`config.mk`:
```
export PLATFORM = sky130hd
export DESIGN_NAME = double_transposition_decrypt_top
export DESIGN_NICKNAME = d
export VERILOG_FILES = /design/src/rtl/dtd_pkg.sv /design/src/rtl/dtd_ctrl.sv /design/src/rtl/dtd_datapath.sv /design/src/rtl/double_transposition_decrypt_top.sv
export SDC_FILE = /design/constraint.sdc
export NUM_CORES = 1
export LEC_CHECK = 0
export ABC_AREA = 0
export BUFFER_PORTS_ARGS = -buffer_cell sky130_fd_sc_hd__buf_4
export CAP_MARGIN = 20
export CORE_MARGIN = 1
export CORE_UTILIZATION = 25
export CTS_CLUSTER_SIZE = 10
export DETAILED_ROUTE_END_ITERATION = 8
export MAX_ROUTING_LAYER = met4
export PLACE_DENSITY = 0.35
export SLEW_MARGIN = 20
export SYNTH_ARGS = -nofsm -noshare
export SYNTH_HDL_FRONTEND = slang
export SYNTH_HIERARCHICAL = 1
export SYNTH_SLANG_ARGS = --single-unit
```
`constraint.sdc`:
```
create_clock -name clk -period 5.6 [get_ports clk]
set_input_delay 0.56 -clock clk [delete_from_list [all_inputs] [get_ports clk]]
set_output_delay 0.56 -clock clk [all_outputs]
set_load 0.005 [all_outputs]
```
`src/rtl/dtd_pkg.sv`:
```
// dtd_pkg: shared types and constants for the double transposition decryptor
// depends on nothing; used by dtd_ctrl, dtd_datapath and the top level

package dtd_pkg;

  // configuration register indexes
  localparam logic REG_ROW_PERM = 1'b0;
  localparam logic REG_COL_PERM = 1'b1;

  // reset keys packed three bits per entry, entry 0 lowest
  // row key {4,6,5,3,1,2}, column key {3,2,6,1,5,4}; wide enough for eight entries
  localparam logic [23:0] ROW_KEY_RST = 24'd71540;
  localparam logic [23:0] COL_KEY_RST = 24'd152467;

  // controller states
  typedef enum logic {
    ST_LOAD,
    ST_EMIT
  } state_t;

  // commands from controller to datapath
  typedef struct packed {
    logic wr;    // take the input beat into the grid
    logic rd;    // read the next cell into the output register
  } cmd_t;

  // status from datapath to controller
  typedef struct packed {
    logic block_end;  // the input beat on offer closes the block
    logic read_last;  // the cell being read is the final one
    logic out_free;   // output register can take a new cell
  } sts_t;

endpackage

```
`src/rtl/dtd_ctrl.sv`:
```
// dtd_ctrl: load / emit controller of the double transposition decryptor
// depends on dtd_pkg

module dtd_ctrl (
  input  logic           clk,
  input  logic           rst_n,
  input  logic           in_tvalid,
  output logic           in_tready,
  input  dtd_pkg::sts_t  sts,
  output dtd_pkg::cmd_t  cmd
);

  dtd_pkg::state_t state_r, state_nxt;

  // state register
  always_ff @(posedge clk) begin
    if (!rst_n) begin
      state_r <= dtd_pkg::ST_LOAD;
    end else begin
      state_r <= state_nxt;
    end
  end

  // next state and commands
  always_comb begin
    state_nxt = state_r;
    in_tready = 1'b0;
    cmd.wr    = 1'b0;
    cmd.rd    = 1'b0;
    case (state_r)
      dtd_pkg::ST_LOAD: begin
        in_tready = 1'b1;
        cmd.wr    = in_tvalid;
        if (in_tvalid && sts.block_end) begin
          state_nxt = dtd_pkg::ST_EMIT;
        end
      end
      dtd_pkg::ST_EMIT: begin
        cmd.rd = sts.out_free;
        if (sts.out_free && sts.read_last) begin
          state_nxt = dtd_pkg::ST_LOAD;
        end
      end
      default: begin
        state_nxt = dtd_pkg::ST_LOAD;
      end
    endcase
  end

`ifndef NO_ASSERTIONS
  a_block_end_emits: assert property (@(posedge clk) disable iff (!rst_n)
    cmd.wr && sts.block_end |=> state_r == dtd_pkg::ST_EMIT)
    else $error("closing beat did not start readout");

  a_last_read_loads: assert property (@(posedge clk) disable iff (!rst_n)
    cmd.rd && sts.read_last |=> state_r == dtd_pkg::ST_LOAD)
    else $error("final cell read did not return to loading");

  a_no_write_in_readout: assert property (@(posedge clk) disable iff (!rst_n)
    !(cmd.wr && cmd.rd))
    else $error("grid written and read in the same cycle");
`endif

endmodule

```
`src/rtl/dtd_datapath.sv`:
```
// dtd_datapath: key registers, grid memory with valid bits, fill and read counters,
// output register; depends on dtd_pkg

module dtd_datapath #(
  parameter int SIDE = 6
) (
  input  logic                  clk,
  input  logic                  rst_n,
  input  logic                  cfg_we,
  input  logic                  cfg_addr,
  input  logic [3*SIDE-1:0]     cfg_wdata,
  input  logic [7:0]            in_tdata,
  input  logic                  in_tlast,
  output logic [7:0]            out_tdata,
  output logic                  out_tvalid,
  input  logic                  out_tready,
  output logic                  out_tlast,
  input  dtd_pkg::cmd_t         cmd,
  output dtd_pkg::sts_t         sts
);

  localparam int KW    = 3 * SIDE;
  localparam int CELLS = SIDE * SIDE;
  localparam int SW    = $clog2(SIDE);
  localparam int AW    = $clog2(CELLS);
  localparam logic [SW-1:0] LAST_IDX = SW'(SIDE - 1);

  logic [KW-1:0] row_key_r;
  logic [KW-1:0] col_key_r;

  // key registers
  always_ff @(posedge clk) begin
    if (!rst_n) begin
      row_key_r <= dtd_pkg::ROW_KEY_RST[KW-1:0];
      col_key_r <= dtd_pkg::COL_KEY_RST[KW-1:0];
    end else if (cfg_we) begin
      case (cfg_addr)
        dtd_pkg::REG_ROW_PERM: row_key_r <= cfg_wdata;
        dtd_pkg::REG_COL_PERM: col_key_r <= cfg_wdata;
        default: ;
      endcase
    end
  end

  // fill position: fi is the key row index, fj the key column index
  logic [SW-1:0] fi_r, fj_r;
  logic          fill_last;
  logic [2:0]    key_r_ent, key_c_ent;
  logic [2:0]    r_m1, c_m1;
  logic          in_range;
  logic [AW-1:0] waddr;

  assign fill_last = (fi_r == LAST_IDX) && (fj_r == LAST_IDX);
  assign key_r_ent = col_key_r[3*fi_r +: 3];
  assign key_c_ent = row_key_r[3*fj_r +: 3];
  assign r_m1      = key_r_ent - 3'd1;
  assign c_m1      = key_c_ent - 3'd1;
  assign in_range  = (key_r_ent != 3'd0) && ({1'b0, key_r_ent} <= 4'(SIDE)) &&
                     (key_c_ent != 3'd0) && ({1'b0, key_c_ent} <= 4'(SIDE));
  assign waddr     = AW'(AW'(r_m1) * AW'(SIDE) + AW'(c_m1));

  always_ff @(posedge clk) begin
    if (!rst_n) begin
      fi_r <= '0;
      fj_r <= '0;
    end else if (cmd.wr) begin
      if (fill_last || in_tlast) begin
        fi_r <= '0;
        fj_r <= '0;
      end else if (fj_r == LAST_IDX) begin
        fj_r <= '0;
        fi_r <= fi_r + 1'b1;
      end else begin
        fj_r <= fj_r + 1'b1;
      end
    end
  end

  // read position: ri is the grid column (outer), rj the grid row (fastest)
  logic [SW-1:0] ri_r, rj_r;
  logic          read_last;
  logic [AW-1:0] raddr;

  assign read_last = (ri_r == LAST_IDX) && (rj_r == LAST_IDX);
  assign raddr     = AW'(AW'(rj_r) * AW'(SIDE) + AW'(ri_r));

  always_ff @(posedge clk) begin
    if (!rst_n) begin
      ri_r <= '0;
      rj_r <= '0;
    end else if (cmd.rd) begin
      if (read_last) begin
        ri_r <= '0;
        rj_r <= '0;
      end else if (rj_r == LAST_IDX) begin
        rj_r <= '0;
        ri_r <= ri_r + 1'b1;
      end else begin
        rj_r <= rj_r + 1'b1;
      end
    end
  end

  // grid memory, one write and one registered read port
  logic [7:0] grid_mem [CELLS];
  logic [7:0] rdata_r;

  always_ff @(posedge clk) begin
    if (cmd.wr && in_range) begin
      grid_mem[waddr] <= in_tdata;
    end
    if (cmd.rd) begin
      rdata_r <= grid_mem[raddr];
    end
  end

  // valid bits: a cell never written this block reads as zero
  logic [CELLS-1:0] valid_r;
  logic             hit_r;

  always_ff @(posedge clk) begin
    if (!rst_n) begin
      valid_r <= '0;
      hit_r   <= 1'b0;
    end else begin
      if (cmd.rd) begin
        hit_r <= valid_r[raddr];
      end
      if (cmd.rd && read_last) begin
        valid_r <= '0;
      end else if (cmd.wr && in_range) begin
        valid_r[waddr] <= 1'b1;
      end
    end
  end

  // output register
  logic out_valid_r;
  logic out_last_r;

  always_ff @(posedge clk) begin
    if (!rst_n) begin
      out_valid_r <= 1'b0;
      out_last_r  <= 1'b0;
    end else if (cmd.rd) begin
      out_valid_r <= 1'b1;
      out_last_r  <= read_last;
    end else if (out_tready) begin
      out_valid_r <= 1'b0;
    end
  end

  assign out_tdata  = hit_r ? rdata_r : 8'd0;
  assign out_tvalid = out_valid_r;
  assign out_tlast  = out_last_r;

  assign sts.block_end = fill_last || in_tlast;
  assign sts.read_last = read_last;
  assign sts.out_free  = !out_valid_r || out_tready;

`ifndef NO_ASSERTIONS
  a_grid_cleared: assert property (@(posedge clk) disable iff (!rst_n)
    cmd.rd && read_last |=> valid_r == '0)
    else $error("grid not cleared after final cell");

  a_read_fills_output: assert property (@(posedge clk) disable iff (!rst_n)
    cmd.rd |=> out_valid_r)
    else $error("cell read but output register empty");

  a_no_overrun: assert property (@(posedge clk) disable iff (!rst_n)
    out_valid_r && !out_tready |-> !cmd.rd)
    else $error("cell read over a waiting result");
`endif

endmodule

```
`src/rtl/double_transposition_decrypt_top.sv`:
```
// Double transposition decryptor on a SIDE by SIDE grid. Ciphertext bytes are taken one
// per cycle while loading and scattered into the grid by the two keys; a block closes
// after SIDE*SIDE bytes or on a beat with in_tlast set. The grid is then read out column
// by column, row fastest, one cell per cycle unless the output stalls, through the single
// read port of the grid memory; input is held off during readout. Cells not written in a
// block read as zero; per-cell valid bits clear all at once, so there is no clearing pass
// after reset. Keys must be written on the cfg port only while the block is idle (a rule
// for the user, not enforced by the block); an entry of 0 or above SIDE drops its byte.
// depends on dtd_pkg, dtd_ctrl, dtd_datapath

module double_transposition_decrypt_top #(
  parameter int SIDE = 6
) (
  input  logic                clk,
  input  logic                rst_n,
  // configuration: index 0 row_perm, index 1 col_perm
  input  logic                cfg_we,
  input  logic                cfg_addr,
  input  logic [3*SIDE-1:0]   cfg_wdata,
  // input channel
  input  logic                in_tvalid,
  output logic                in_tready,
  input  logic [7:0]          in_tdata,   // [7:0] cipher_byte
  input  logic                in_tlast,   // end_of_message
  // result channel
  output logic                out_tvalid,
  input  logic                out_tready,
  output logic [7:0]          out_tdata,  // [7:0] plain_byte
  output logic                out_tlast   // last_of_block
);

  dtd_pkg::cmd_t cmd;
  dtd_pkg::sts_t sts;

  dtd_ctrl u_ctrl (
    .clk       (clk),
    .rst_n     (rst_n),
    .in_tvalid (in_tvalid),
    .in_tready (in_tready),
    .sts       (sts),
    .cmd       (cmd)
  );

  dtd_datapath #(
    .SIDE (SIDE)
  ) u_datapath (
    .clk        (clk),
    .rst_n      (rst_n),
    .cfg_we     (cfg_we),
    .cfg_addr   (cfg_addr),
    .cfg_wdata  (cfg_wdata),
    .in_tdata   (in_tdata),
    .in_tlast   (in_tlast),
    .out_tdata  (out_tdata),
    .out_tvalid (out_tvalid),
    .out_tready (out_tready),
    .out_tlast  (out_tlast),
    .cmd        (cmd),
    .sts        (sts)
  );

endmodule
```
## Word-level counts from Yosys, hierarchy flattened

Memory sizes are Yosys's and may differ from the RTL's. A register that Yosys moved wholly into a read port is not among the register bits.
Index checks and enable logic that the tools add are counted.

| storage, ports and cells | value |
|---|---|
| bits in registers | 88 |
| memory bits (writable) | 288 |
| logic and storage cells | 85 |
| memories | 1 |

Memory list:

| memory | depth | bits a word | rd ports | clocked after Yosys merged registers in | wr ports | line | source |
|---|---|---|---|---|---|---|---|
| u_datapath.grid_mem | 36 | 8 | 1 | 1 | 1 | dtd_datapath.sv:105 | `logic [7:0] grid_mem [CELLS];` |

| operators by class | value |
|---|---|
| $add $sub $neg | 8 |
| multiply operators | 4 |
| order comparisons | 5 |
| equal/unequal tests | 4 |
| shifts and indexed selects | 2 |
| multiplexer cells | 23 |
| bitwise gates (word level) | 4 |
| reduce and logical (&&, ||, !) cells | 23 |

Operators with widths:

| kind | count |
|---|---|
| $or 36x36->36 | 1 |
| $shiftx 18x6->3 | 2 |
| $mux 3 | 8 |
| $lt 6x7->1 const B | 2 |
| $add 3x1->3 const B | 4 |
| $add 6x3->6 | 2 |
| $eq 3x3->1 const B | 4 |
| $mux 1 | 11 |
| $logic_and 1x1->1 | 10 |
| $mul 2x3->5 const A | 2 |
| $mul 3x2->5 const B | 2 |
| $mux 8 | 1 |
| $reduce_and 2->1 | 4 |
| $bmux 1 s6 | 1 |
| $demux 1 s6 | 1 |
| $ge 6x1->1 const B | 1 |
| $le 3x3->1 const B | 2 |
| $reduce_bool 2->1 | 3 |
| $reduce_bool 3->1 | 2 |
| $sub 3x1->3 const B | 2 |
| $not 1->1 | 3 |
| $logic_or 1x1->1 | 2 |
| $pmux 1 s2 | 1 |
| $reduce_or 2->1 | 1 |
| $logic_not 1->1 | 1 |

## Logic depth before layout (Yosys ltp)

Gate-level depths: netlist of the first run.

| logic depth | value |
|---|---|
| word-level depth | 10 |
| gate-level depth with buffers | 15 |
| gate-level depth less buffers | 13 |

## Cells and area by module

The synthesis of the first run kept the hierarchy.

Modules (own cells, without submodules):

| module | instances | cells an instance | area each (um^2) | seq. area each (um^2) |
|---|---|---|---|---|
| dtd_datapath | 1 | 980 | 15850.2 | 10630.2 |
| dtd_ctrl | 1 | 7 | 57.6 | 20.0 |

## Worst setup path before layout of the first run

OpenSTA, ideal clock, no wires.

| timing path | value |
|---|---|
| path kind | flip-flop to flip-flop |
| from | register u_datapath.fi_r[0] |
| to | memory u_datapath.grid_mem[16][0] (enable) |
| data arrival time | 4.350 ns |
| required time | 5.202 ns |
| slack | 0.852 ns |
| stages on the path, launching flop included | 13 |
| clock period less this slack | 4.748 ns |
| cells stage by stage | dfxtp_1 buf_2 mux4_1 a22oi_1 ha_1 clkbuf_1 xnor2_1 fa_1 xnor2_1 nand4_1 a21oi_1 o311ai_2 nor4_1 |

| between the ends | value |
|---|---|
| word-level cells in the longest chain between the ends | 9 |
| elaborated cells on any way between the ends | 13 |

RTL lines:

| what | line | source |
|---|---|---|
| start: declaration | dtd_datapath.sv:46 | `logic [SW-1:0] fi_r, fj_r;` |
| start signal: assignment | dtd_datapath.sv:72 | `fi_r <= fi_r + 1'b1;` |
| $mul 2x3->5 (*) | dtd_datapath.sv:54 | `assign key_r_ent = col_key_r[3*fi_r +: 3];` |
| $shiftx 18x6->3 (*) | dtd_datapath.sv:54 |  |
| parallel branches: the longest is 7 deep, another holds $add 6x3->6 | n/a |  |
| end: declaration | dtd_datapath.sv:105 |  |

Every way passes the cells marked *.

## Final worst setup path of the first run

| timing path | value |
|---|---|
| from | register u_datapath.fi_r[0] |
| to | memory u_datapath.grid_mem[1][0] (enable) |

Same word-level chain as after synthesis.

==> flow_results.org, run 1 <==
** Logic synthesis
- Biggest area consumer among synthesized cells :: sky130_fd_sc_hd__edfxtp_1
- For this run, the register share of the synthesized area comes to 0.669.
- Most frequent cell after synthesis :: sky130_fd_sc_hd__edfxtp_1
- By count the netlist is led by 296 x sky130_fd_sc_hd__edfxtp_1, 125 x sky130_fd_sc_hd__nand2_1, 101 x sky130_fd_sc_hd__mux4_2.
- For this run, the leading register cell type out of synthesis is sky130_fd_sc_hd__edfxtp_1.
- After synthesis, the netlist uses 56 different library cells.
- The share of synthesized area in the top cell type comes to 0.559.
- Synth async-reset ratio :: 0
- Number of instances in the synthesized netlist :: 987
- Number of flip-flops and latches in the synthesized netlist :: 384
- Mean Syn Cell Area :: 16.1 sq um
- Netlist Area Pre-Place :: 15900 sq um
- Syn Nets :: 1045
- Number of enable-type register cells in the synthesized netlist :: 296
- The Yosys step of the flow raised 6 warnings.
- Leading post-synthesis cells by cell area :: sky130_fd_sc_hd__edfxtp_1 56%, sky130_fd_sc_hd__mux4_2 14%, sky130_fd_sc_hd__dfxtp_1 11%

** Critical path
- Arrival time at the worst endpoint :: 5.11 ns
- Most used cell, CP :: sky130_fd_sc_hd__xnor2_1
- Cell type of the slowest stage on the worst timing path :: sky130_fd_sc_hd__mux4_1
- Worst endpoint required time :: 5.80 ns
- Crit. End Element :: flip-flop
- In this run the number of cells on the critical path is 11.
- Critical Path End :: u_datapath/grid_mem[1][0]$_DFFE_PP_
- The setup check on the worst reg-to-reg path leaves a slack of 0.69 ns.
- Critical R2R Capture :: u_datapath/grid_mem[1][0]$_DFFE_PP_
- Critical path cell sequence :: mux4_1 > a22oi_1 > ha_1 > xnor2_1 > fa_1 > xnor2_1 > nand4_1 > a21oi_1 > o311ai_2 > buf_4 > nor2_1
- In this design, the stage delay of the slowest critical-path cell is 0.64 ns.
- Among cell families on the critical path, the largest total delay comes from compound AO/OA/AOI/OAI gates.
- Of all nets on the critical path, the largest fanout is 11.
- Measured in cells, the most critical reg-to-reg path has a length of 11.
- Type of origin of the critical path :: flip-flop
- Buf/Inv on CP :: 1
- In this run the critical register-to-register path is launched from u_datapath/fi_r[0]$_SDFFE_PN0P_.
- Tracing the worst setup path back leads to its startpoint at u_datapath/fi_r[0]$_SDFFE_PN0P_.
- Start-to-end type of the worst setup path :: reg -> reg

** Detailed routing
- Pre-Repair DR Iteration Count :: 5
- The routed layout has 8596 vias.
- In this run the remaining antenna-violating nets after routing total 0.
- In the final routed layout, each cell accounts on average for 22.1 microns.
- Dividing the detail-routed via count by the number of cells gives 4.42.
- After detailed routing, the number of remaining DRC violations is 0.
- Final wirelength :: 42900 microns
- The detailed router finished its first iteration with 441 violations.

** Finish
- The layout has 6268 filler cells.
- After the flow finishes, the layout carries non-filler instances totaling 1945.
- At the end of the flow the core is filled with cells to 0.300.
- Area Overhead vs Synth :: 18.6%
- In the final design database the tool counted 1118 nets.
- In the final layout, the share of cells above drive strength 1 is 0.244.

** Power and ir drop
- Across the VDD grid, the largest voltage drop is 0.176 mV.
- Summed over all cells, the static leakage comes to 6.14 nW.
- In this run the power density over the cells is 359 nW/um^2.

** STA
- RSZ-0062 raised after global routing :: false
- Headroom to the max-slew limit came out at 0.271.
- Summed over all failing endpoints, the final setup total negative slack is 0 ns.
- At the pin with the least slew margin, the transition time is 1.09 ns.
- Share of the clock period used by the worst path after layout :: 0.877
- Peak clock frequency supported by timing :: 204 MHz
- Setup Skew :: 0.0297 ns
- Total of endpoints with negative setup slack in the final report :: 0
- Crit path time final :: 4.91 ns
- The number of endpoints with negative hold slack in the final report is 0.
- Number of slew-limit violations in the final report :: 0

** Clock tree
- Clk buf depth :: 3
- The number of gates resized after CTS was 0.
- After clock tree synthesis, the setup repair step added 0 buffers.
- TritonCTS created 46 clock buffers.
- CTS hold repair buffers :: 0
- Cell at the root of the clock tree :: sky130_fd_sc_hd__clkbuf_16
- Sink count of the clock tree :: 384
- After clock tree synthesis, the clock-pin slew on the worst setup and hold paths is 0.06 ns.
- TritonCTS built the clock tree.
- Later-pin clock latency in the skew report :: 0.58 ns
- CTS H-tree lvls :: 2

** Die
- Pin placement for this block handled 44 I/O pins.
- Cell row count :: 92
- After floorplanning, the core was sized to cover 63000 sq um.
- Die Height :: 254 microns
- The initial utilization of the core area, before any placement, comes to 0.253.
- In this run the horizontal extent of the chip is 254 microns.
- The floorplan step defined a die boundary enclosing 64600 sq um.

** GRT
- Vias in the first global route :: 8902
- The number of antenna violations at the first check in global routing was 0.
- Entering global routing, the biggest net connects 53 pins.
- In the global route stage, overall resource usage came out at 0.140.
- The first global-routing pass estimated 63200 microns of wire.
- For this run the aggregate overflow at the end of global routing stands at 0.

** Placed design
- DP Cell Count :: 1857
- After legalization and detailed placement, the total HPWL measured 28100 microns.
- Count of input and output buffers :: 43
- Final RePlAce weighted congestion :: 0.695

** Job
- Max-cap violations in this run came to 0.

** Hold path
- Min-Delay Path Depth :: 3
- The worst hold path begins at cfg_wdata[17].
- The tightest min-delay check is of the in -> reg type.

** Outcome
- Run status :: complete, no violations
placed cells by master, fill, tap and decap left out, types with 11 or more instances in the layout:
| cell | instances |
|---|---|
| sky130_fd_sc_hd__edfxtp_1 | 296 |
| sky130_fd_sc_hd__nand2_1 | 125 |
| sky130_fd_sc_hd__mux4_2 | 101 |
| sky130_fd_sc_hd__dfxtp_1 | 87 |
| sky130_fd_sc_hd__buf_4 | 79 |
| sky130_fd_sc_hd__clkbuf_16 | 47 |
| sky130_fd_sc_hd__nor2_1 | 40 |
| sky130_fd_sc_hd__o21ai_0 | 37 |
| sky130_fd_sc_hd__clkbuf_1 | 29 |
| sky130_fd_sc_hd__nand3_1 | 26 |
| sky130_fd_sc_hd__inv_1 | 21 |
| sky130_fd_sc_hd__ha_1 | 20 |
| sky130_fd_sc_hd__a21boi_0 | 19 |
| sky130_fd_sc_hd__a21oi_1 | 16 |
| sky130_fd_sc_hd__mux2i_1 | 15 |
| sky130_fd_sc_hd__and2_1 | 11 |
where the power goes:
| part | total, mW | internal [mW] | leakage [nW] | switching (mW) |
|---|---|---|---|---|
| Combinational | 0.744 | 0.249 | 2.07 | 0.495 |
| Sequential | 3.20 | 3.17 | 3.38 | 0.0332 |
| Clock | 2.83 | 1.66 | 0.681 | 1.17 |
| Total | 6.78 | 5.08 | 6.14 | 1.70 |
through the flow:
step | hold slack [ns] | setup slack (ns) | instance area [sq um] | power (mW)
finish | 0.204 | 0.691 | 18900 | 6.78
global placement | 0.432 | 0.673 | 17400 | 4.03
CTS | 0.165 | 0.563 | 18900 | 6.91
detailed placement | 0.442 | 0.569 | 17400 | 4.03
floorplan | 0.420 | 0.852 | 15900 | 3.70
global route | 0.188 | 0.347 | 18900 | 7.06
cell type report:
| cell class | count | area [sq um] | area share |
|---|---|---|---|
| flip-flops and latches | 384 | 10700 | 0.565 |
| multi-input cells | 525 | 5020 | 0.266 |
| clock buffers | 83 | 1380 | 0.0732 |
| well taps | 846 | 1060 | 0.0561 |
| repair buffers | 82 | 638 | 0.0338 |
| inverters | 21 | 78.8 | 0.00418 |
| clock inverters | 3 | 37.5 | 0.00199 |
| diodes | 1 | 2.50 | 0.000133 |
kinds of logic after synthesis:
| family | synth area share |
|---|---|
| AND/OR/NAND/NOR | 0.0755 |
| multiplexers | 0.160 |
| buffers and inverters | 0.0203 |
| adder cells (fa/ha/maj) | 0.0216 |
| flip-flops | 0.669 |
| XOR/XNOR | 0.0112 |
| AO/OA/AOI/OAI | 0.0424 |
registers in the layout, summed over array words and instances (netlist names):
register / flops
u_datapath/grid_mem: 288
u_datapath/valid_r: 36
u_datapath/ri_r: 3
u_datapath/row_key_r: 18
u_datapath/rdata_r: 8
u_datapath/out_tvalid: 1
u_ctrl/state_r: 1
u_datapath/out_tlast: 1
u_datapath/hit_r: 1
u_datapath/rj_r: 3
u_datapath/col_key_r: 18
u_datapath/fi_r: 3
u_datapath/fj_r: 3
worst min path at each step:
| stage | end | slack, ns |
|---|---|---|
| final | u_datapath/col_key_r[17]$_SDFFE_PN1P_ | 0.20 |
| after global routing | u_datapath/col_key_r[7]$_SDFFE_PN1P_ | 0.19 |
| after CTS | u_datapath/col_key_r[17]$_SDFFE_PN1P_ | 0.16 |
| after detailed placement | u_datapath/valid_r[33]$_SDFFE_PP0P_ | 0.44 |
| after global placement | u_datapath/valid_r[24]$_SDFFE_PP0P_ | 0.43 |
| after floorplan | u_datapath/valid_r[10]$_SDFFE_PP0P_ | 0.42 |
worst min-delay path, cell delays in order:
cell                      delay, ns
sky130_fd_sc_hd__buf_4         0.08
sky130_fd_sc_hd__nand2_1       0.04
sky130_fd_sc_hd__nand3_1       0.06
metal layers:
layer / up-vias / track usage / routed length (microns)
li1: 3948 / - / -
met1: 4485 / 0.185 / 19900
met2: 109 / 0.224 / 21000
met3: 54 / 0.0231 / 1290
met4: 0 / 0.0348 / 716
met5: - / - / 0
Power figures use the tool's default switching activity.
==> run 2, diff against run 1 <==
--- a/config.mk
+++ b/config.mk
@@ -13,9 +13,10 @@
 export CTS_CLUSTER_SIZE = 10
 export DETAILED_ROUTE_END_ITERATION = 8
 export MAX_ROUTING_LAYER = met4
-export PLACE_DENSITY = 0.35
+export PLACE_DENSITY = 0.36
 export SLEW_MARGIN = 20
 export SYNTH_ARGS = -nofsm -noshare
 export SYNTH_HDL_FRONTEND = slang
 export SYNTH_HIERARCHICAL = 1
 export SYNTH_SLANG_ARGS = --single-unit
+export TNS_END_PERCENT = 20
==> constraint.sdc (replaced) <==
create_clock -name clk -period 4.5 [get_ports clk]
set_input_delay 0.45 -clock clk [delete_from_list [all_inputs] [get_ports clk]]
set_output_delay 0.45 -clock clk [all_outputs]
set_load 0.005 [all_outputs]
==> flow_results.org, run 2 (synthesis gave the netlist of run 1 again) <==
** Finish
- The diode insertion count for antenna repair came to 0 (was 1).
- Final standard cell area without fillers :: 18900 sq um (about the same)
- Flip-flop count of the largest register after layout :: 288 (unchanged)
- Reg area :: 10700 sq um (unchanged)
- Most used cells in the layout excluding fill and tap cells :: 296 x sky130_fd_sc_hd__edfxtp_1, 125 x sky130_fd_sc_hd__nand2_1, 101 x sky130_fd_sc_hd__mux4_2 (unchanged)
- Area Overhead vs Synth :: 19.1% (was 18.6%)
- Share of cells above drive strength 1 :: 0.259 (was 0.244)
- The register with the most flip-flops was u_datapath/grid_mem (unchanged).
- Multi-input combinational cell area :: 5030 sq um (was 5020 sq um)
- The commonest non-fill, non-tap cell in the layout is sky130_fd_sc_hd__edfxtp_1 (unchanged).
- Filler cell count :: 6282 (was 6268)
- The final net count was 1136 (was 1118).
- Layout Utilization :: 0.301 (was 0.300)
- Largest registers ranked by flip-flop count :: u_datapath/grid_mem (288), u_datapath/valid_r (36) (unchanged)

** STA
- The pin slew with the least headroom to its limit was 0.942 ns (was 1.09 ns).
- The remaining max-slew budget at the tightest pin was 0.372 (was 0.271).
- Crit path time final :: 4.21 ns (was 4.91 ns)
- Setup Skew :: 0.0141 ns (was 0.0297 ns)
- The final count of pins violating max slew came to 0 (unchanged).
- The final period utilization is 0.935 (was 0.877).
- The hold slack came to 0.122 ns (was 0.204 ns).
- Post-route setup slack :: 0.293 ns (was 0.691 ns)
- Final Hold Vio Count :: 0 (unchanged)
- Total of endpoints with negative setup slack in the final report :: 0 (unchanged)
- RSZ-0062 raised after global routing :: true (was false)
- The maximum operating frequency was 238 MHz (was 204 MHz).

** Critical path
- The path depth of the worst reg2reg path is 11 (unchanged).
- The endpoint of the worst register-to-register path is u_datapath/grid_mem[18][2]$_DFFE_PP_ (was u_datapath/grid_mem[1][0]$_DFFE_PP_).
- Type of origin of the critical path :: flip-flop (unchanged)
- The critical-path maximum fanout is 9 (was 11).
- The slack of the worst reg-to-reg path came to 0.29 ns (was 0.69 ns).
- Start-to-end type of the worst setup path :: reg -> reg (unchanged)
- Crit. End Element :: flip-flop (unchanged)
- Launch instance of the worst register-to-register path :: u_datapath/fi_r[0]$_SDFFE_PN0P_ (unchanged)
- Worst endpoint required time :: 4.76 ns (was 5.80 ns)
- Arrival time at the worst endpoint :: 4.47 ns (was 5.11 ns)

** Die
- Starting Density :: 0.253 (unchanged)
- Die X-Extent :: 254 microns (unchanged)
- The number of primary I/O pins is 44 (unchanged).
- CORE AREA :: 63000 sq um (unchanged)
- Cell row count :: 92 (unchanged)
- The floorplan die area came to 64600 sq um (unchanged).
- Die Height :: 254 microns (unchanged)

** GRT
- The number of antenna violations at the first check in global routing came to 0 (unchanged).
- The first-pass GRT wire length came to 61800 microns (was 63200 microns).
- Largest net degree at the start of global routing :: 53 (unchanged)
- The met2 global-route usage is 0.228 (was 0.224).
- Overall routing resource usage :: 0.136 (was 0.140)
- The total overflow reported by the global router was 0 (unchanged).
- Vias in the first global route :: 8914 (was 8902)
- The met3 global-route usage came to 0.0247 (was 0.0231).
- The met1 usage was 0.170 (was 0.185).
- The busiest metal layer after global routing is met2 (unchanged).

** Placed design
- The final estimated routing congestion in global placement was 0.718 (was 0.695).
- The HPWL reported at the end of detailed placement is 27800 microns (was 28100 microns).
- The worst slack after detailed placement was 0.216 ns (was 0.569 ns).
- The number of input and output port buffers inserted came to 43 (unchanged).
- Placement Cell Area :: 17600 sq um (was 17400 sq um)

** Job
- The total of max-cap violations is 0 (unchanged).

** Clock tree
- Clk buf depth :: 3 (unchanged)
- Cell at the root of the clock tree :: sky130_fd_sc_hd__clkbuf_16 (unchanged)
- The TritonCTS clock tree was yes (unchanged).
- Clock buffer count from CTS :: 46 (unchanged)
- Post-CTS setup buffers :: 0 (unchanged)
- The TritonCTS sink count is 384 (unchanged).
- The post-CTS clock slew at the launch and capture registers of the worst setup and hold paths was 0.05 ns (was 0.06 ns).
- CTS H-tree lvls :: 2 (unchanged)
- Later-pin clock latency in the skew report :: 0.56 ns (was 0.58 ns)

** Power and ir drop
- The largest vdd supply drop was 0.206 mV (was 0.176 mV).
- Total power density per cell area :: 438 nW/um^2 (was 359 nW/um^2)
- Design Power :: 8.30 mW (was 6.78 mW)
- Leakage dissipation :: 6.21 nW (was 6.14 nW)

** Detailed routing
- The residual DRC count came to 1 (was 0).
- The average detailed-routed wire length per instance is 21.1 microns (was 22.1 microns).
- The per-cell via count in the routed design is 4.38 (was 4.42).
- The first-pass detailed-route iteration total was 6 (was 5).
- The vias after detailed routing came to 8558 (was 8596).
- The total detailed-routing wirelength is 41300 microns (was 42900 microns).
- The starting DRC count in detailed routing is 380 (was 441).
- The remaining antenna violation count is 0 (unchanged).

** Hold path
- The sink of the worst hold path was u_datapath/row_key_r[4]$_SDFFE_PN1P_ (was u_datapath/col_key_r[17]$_SDFFE_PN1P_).
- Min-Delay Path Depth :: 3 (unchanged)
- Worst hold path startpoint :: cfg_wdata[4] (was cfg_wdata[17])
- The worst min-delay path class is in -> reg (unchanged).

** Outcome
- The checks that failed: design-rule violations.
- Run status: finished with violations (was complete, no violations).
-- run 2: cell types whose count changed in the layout (fill, tap and decap cells not counted), sizes merged --
cell,delta
clkbuf,-11
inv,+1
diode,-1
buf,+19
-- run 2: critical path: stages, from the launching register on --
cell and delay (ns):
sky130_fd_sc_hd__dfxtp_1 0.38, sky130_fd_sc_hd__mux4_1 0.59, sky130_fd_sc_hd__a22oi_1 0.30, sky130_fd_sc_hd__ha_1 0.38
sky130_fd_sc_hd__xnor2_1 0.19, sky130_fd_sc_hd__fa_1 0.45, sky130_fd_sc_hd__xor2_1 0.32, sky130_fd_sc_hd__nand4_1 0.16
sky130_fd_sc_hd__a21boi_2 0.27, sky130_fd_sc_hd__o311ai_2 0.30, sky130_fd_sc_hd__nor4_2 0.33, sky130_fd_sc_hd__buf_4 0.23
-- run 2: how the worst max path moves through the flow --
stage                               startpoint                                   end  slack (ns)  depth (start not counted)
6_report       u_datapath/fi_r[0]$_SDFFE_PN0P_  u_datapath/grid_mem[18][2]$_DFFE_PP_        0.29                         11
5_1_grt        u_datapath/fi_r[0]$_SDFFE_PN0P_  u_datapath/grid_mem[18][4]$_DFFE_PP_      -0.002                         10
4_1_cts        u_datapath/fi_r[0]$_SDFFE_PN0P_   u_datapath/grid_mem[7][1]$_DFFE_PP_        0.20                         11
3_5_place_dp   u_datapath/fi_r[0]$_SDFFE_PN0P_   u_datapath/grid_mem[7][1]$_DFFE_PP_        0.22                         11
3_3_place_gp   u_datapath/fi_r[0]$_SDFFE_PN0P_   u_datapath/grid_mem[7][2]$_DFFE_PP_        0.24                         12
2_1_floorplan  u_datapath/fi_r[0]$_SDFFE_PN0P_  u_datapath/grid_mem[16][0]$_DFFE_PP_       -0.25                         12
-- run 2: per-stage QoR --
| step | TNS, ns | instances |
|---|---|---|
| global route | -0.00236 | 1953 |
| floorplan | -9.68 | 987 |
| global placement | 0 | 1876 |
| finish | 0 | 1953 |
| detailed placement | 0 | 1876 |
| CTS | 0 | 1953 |
-- run 2: cell type report --
| cell class | count | share of cell area |
|---|---|---|
| tap | 846 | 0.0559 |
| timing repair buffer | 100 | 0.0403 |
| sequential | 384 | 0.562 |
| multi-input combinational | 525 | 0.266 |
| clock buffer | 73 | 0.0704 |
| clock inverter | 4 | 0.00112 |
| inverter | 21 | 0.00416 |
-- run 2: layer usage --
layer | wire [microns] | vias to the layer above
li1 | - | 3978
met1 | 18400 | 4421
met2 | 20900 | 109
met3 | 1360 | 50
met4 | 655 | 0
met5 | 0 | -
-- run 2: repair_timing --
action	CTS	global route
endpoints found under the setup margin	0	53
hold buffers	0	0
resized for setup	0	2
endpoints found under the hold margin	0	0
-- run 2: power by group --
part	internal, mW	switching, mW	leakage, nW
Clock	2.01	1.38	0.658
Combinational	0.316	0.611	2.17
Sequential	3.94	0.0396	3.38
Total	6.27	2.03	6.21
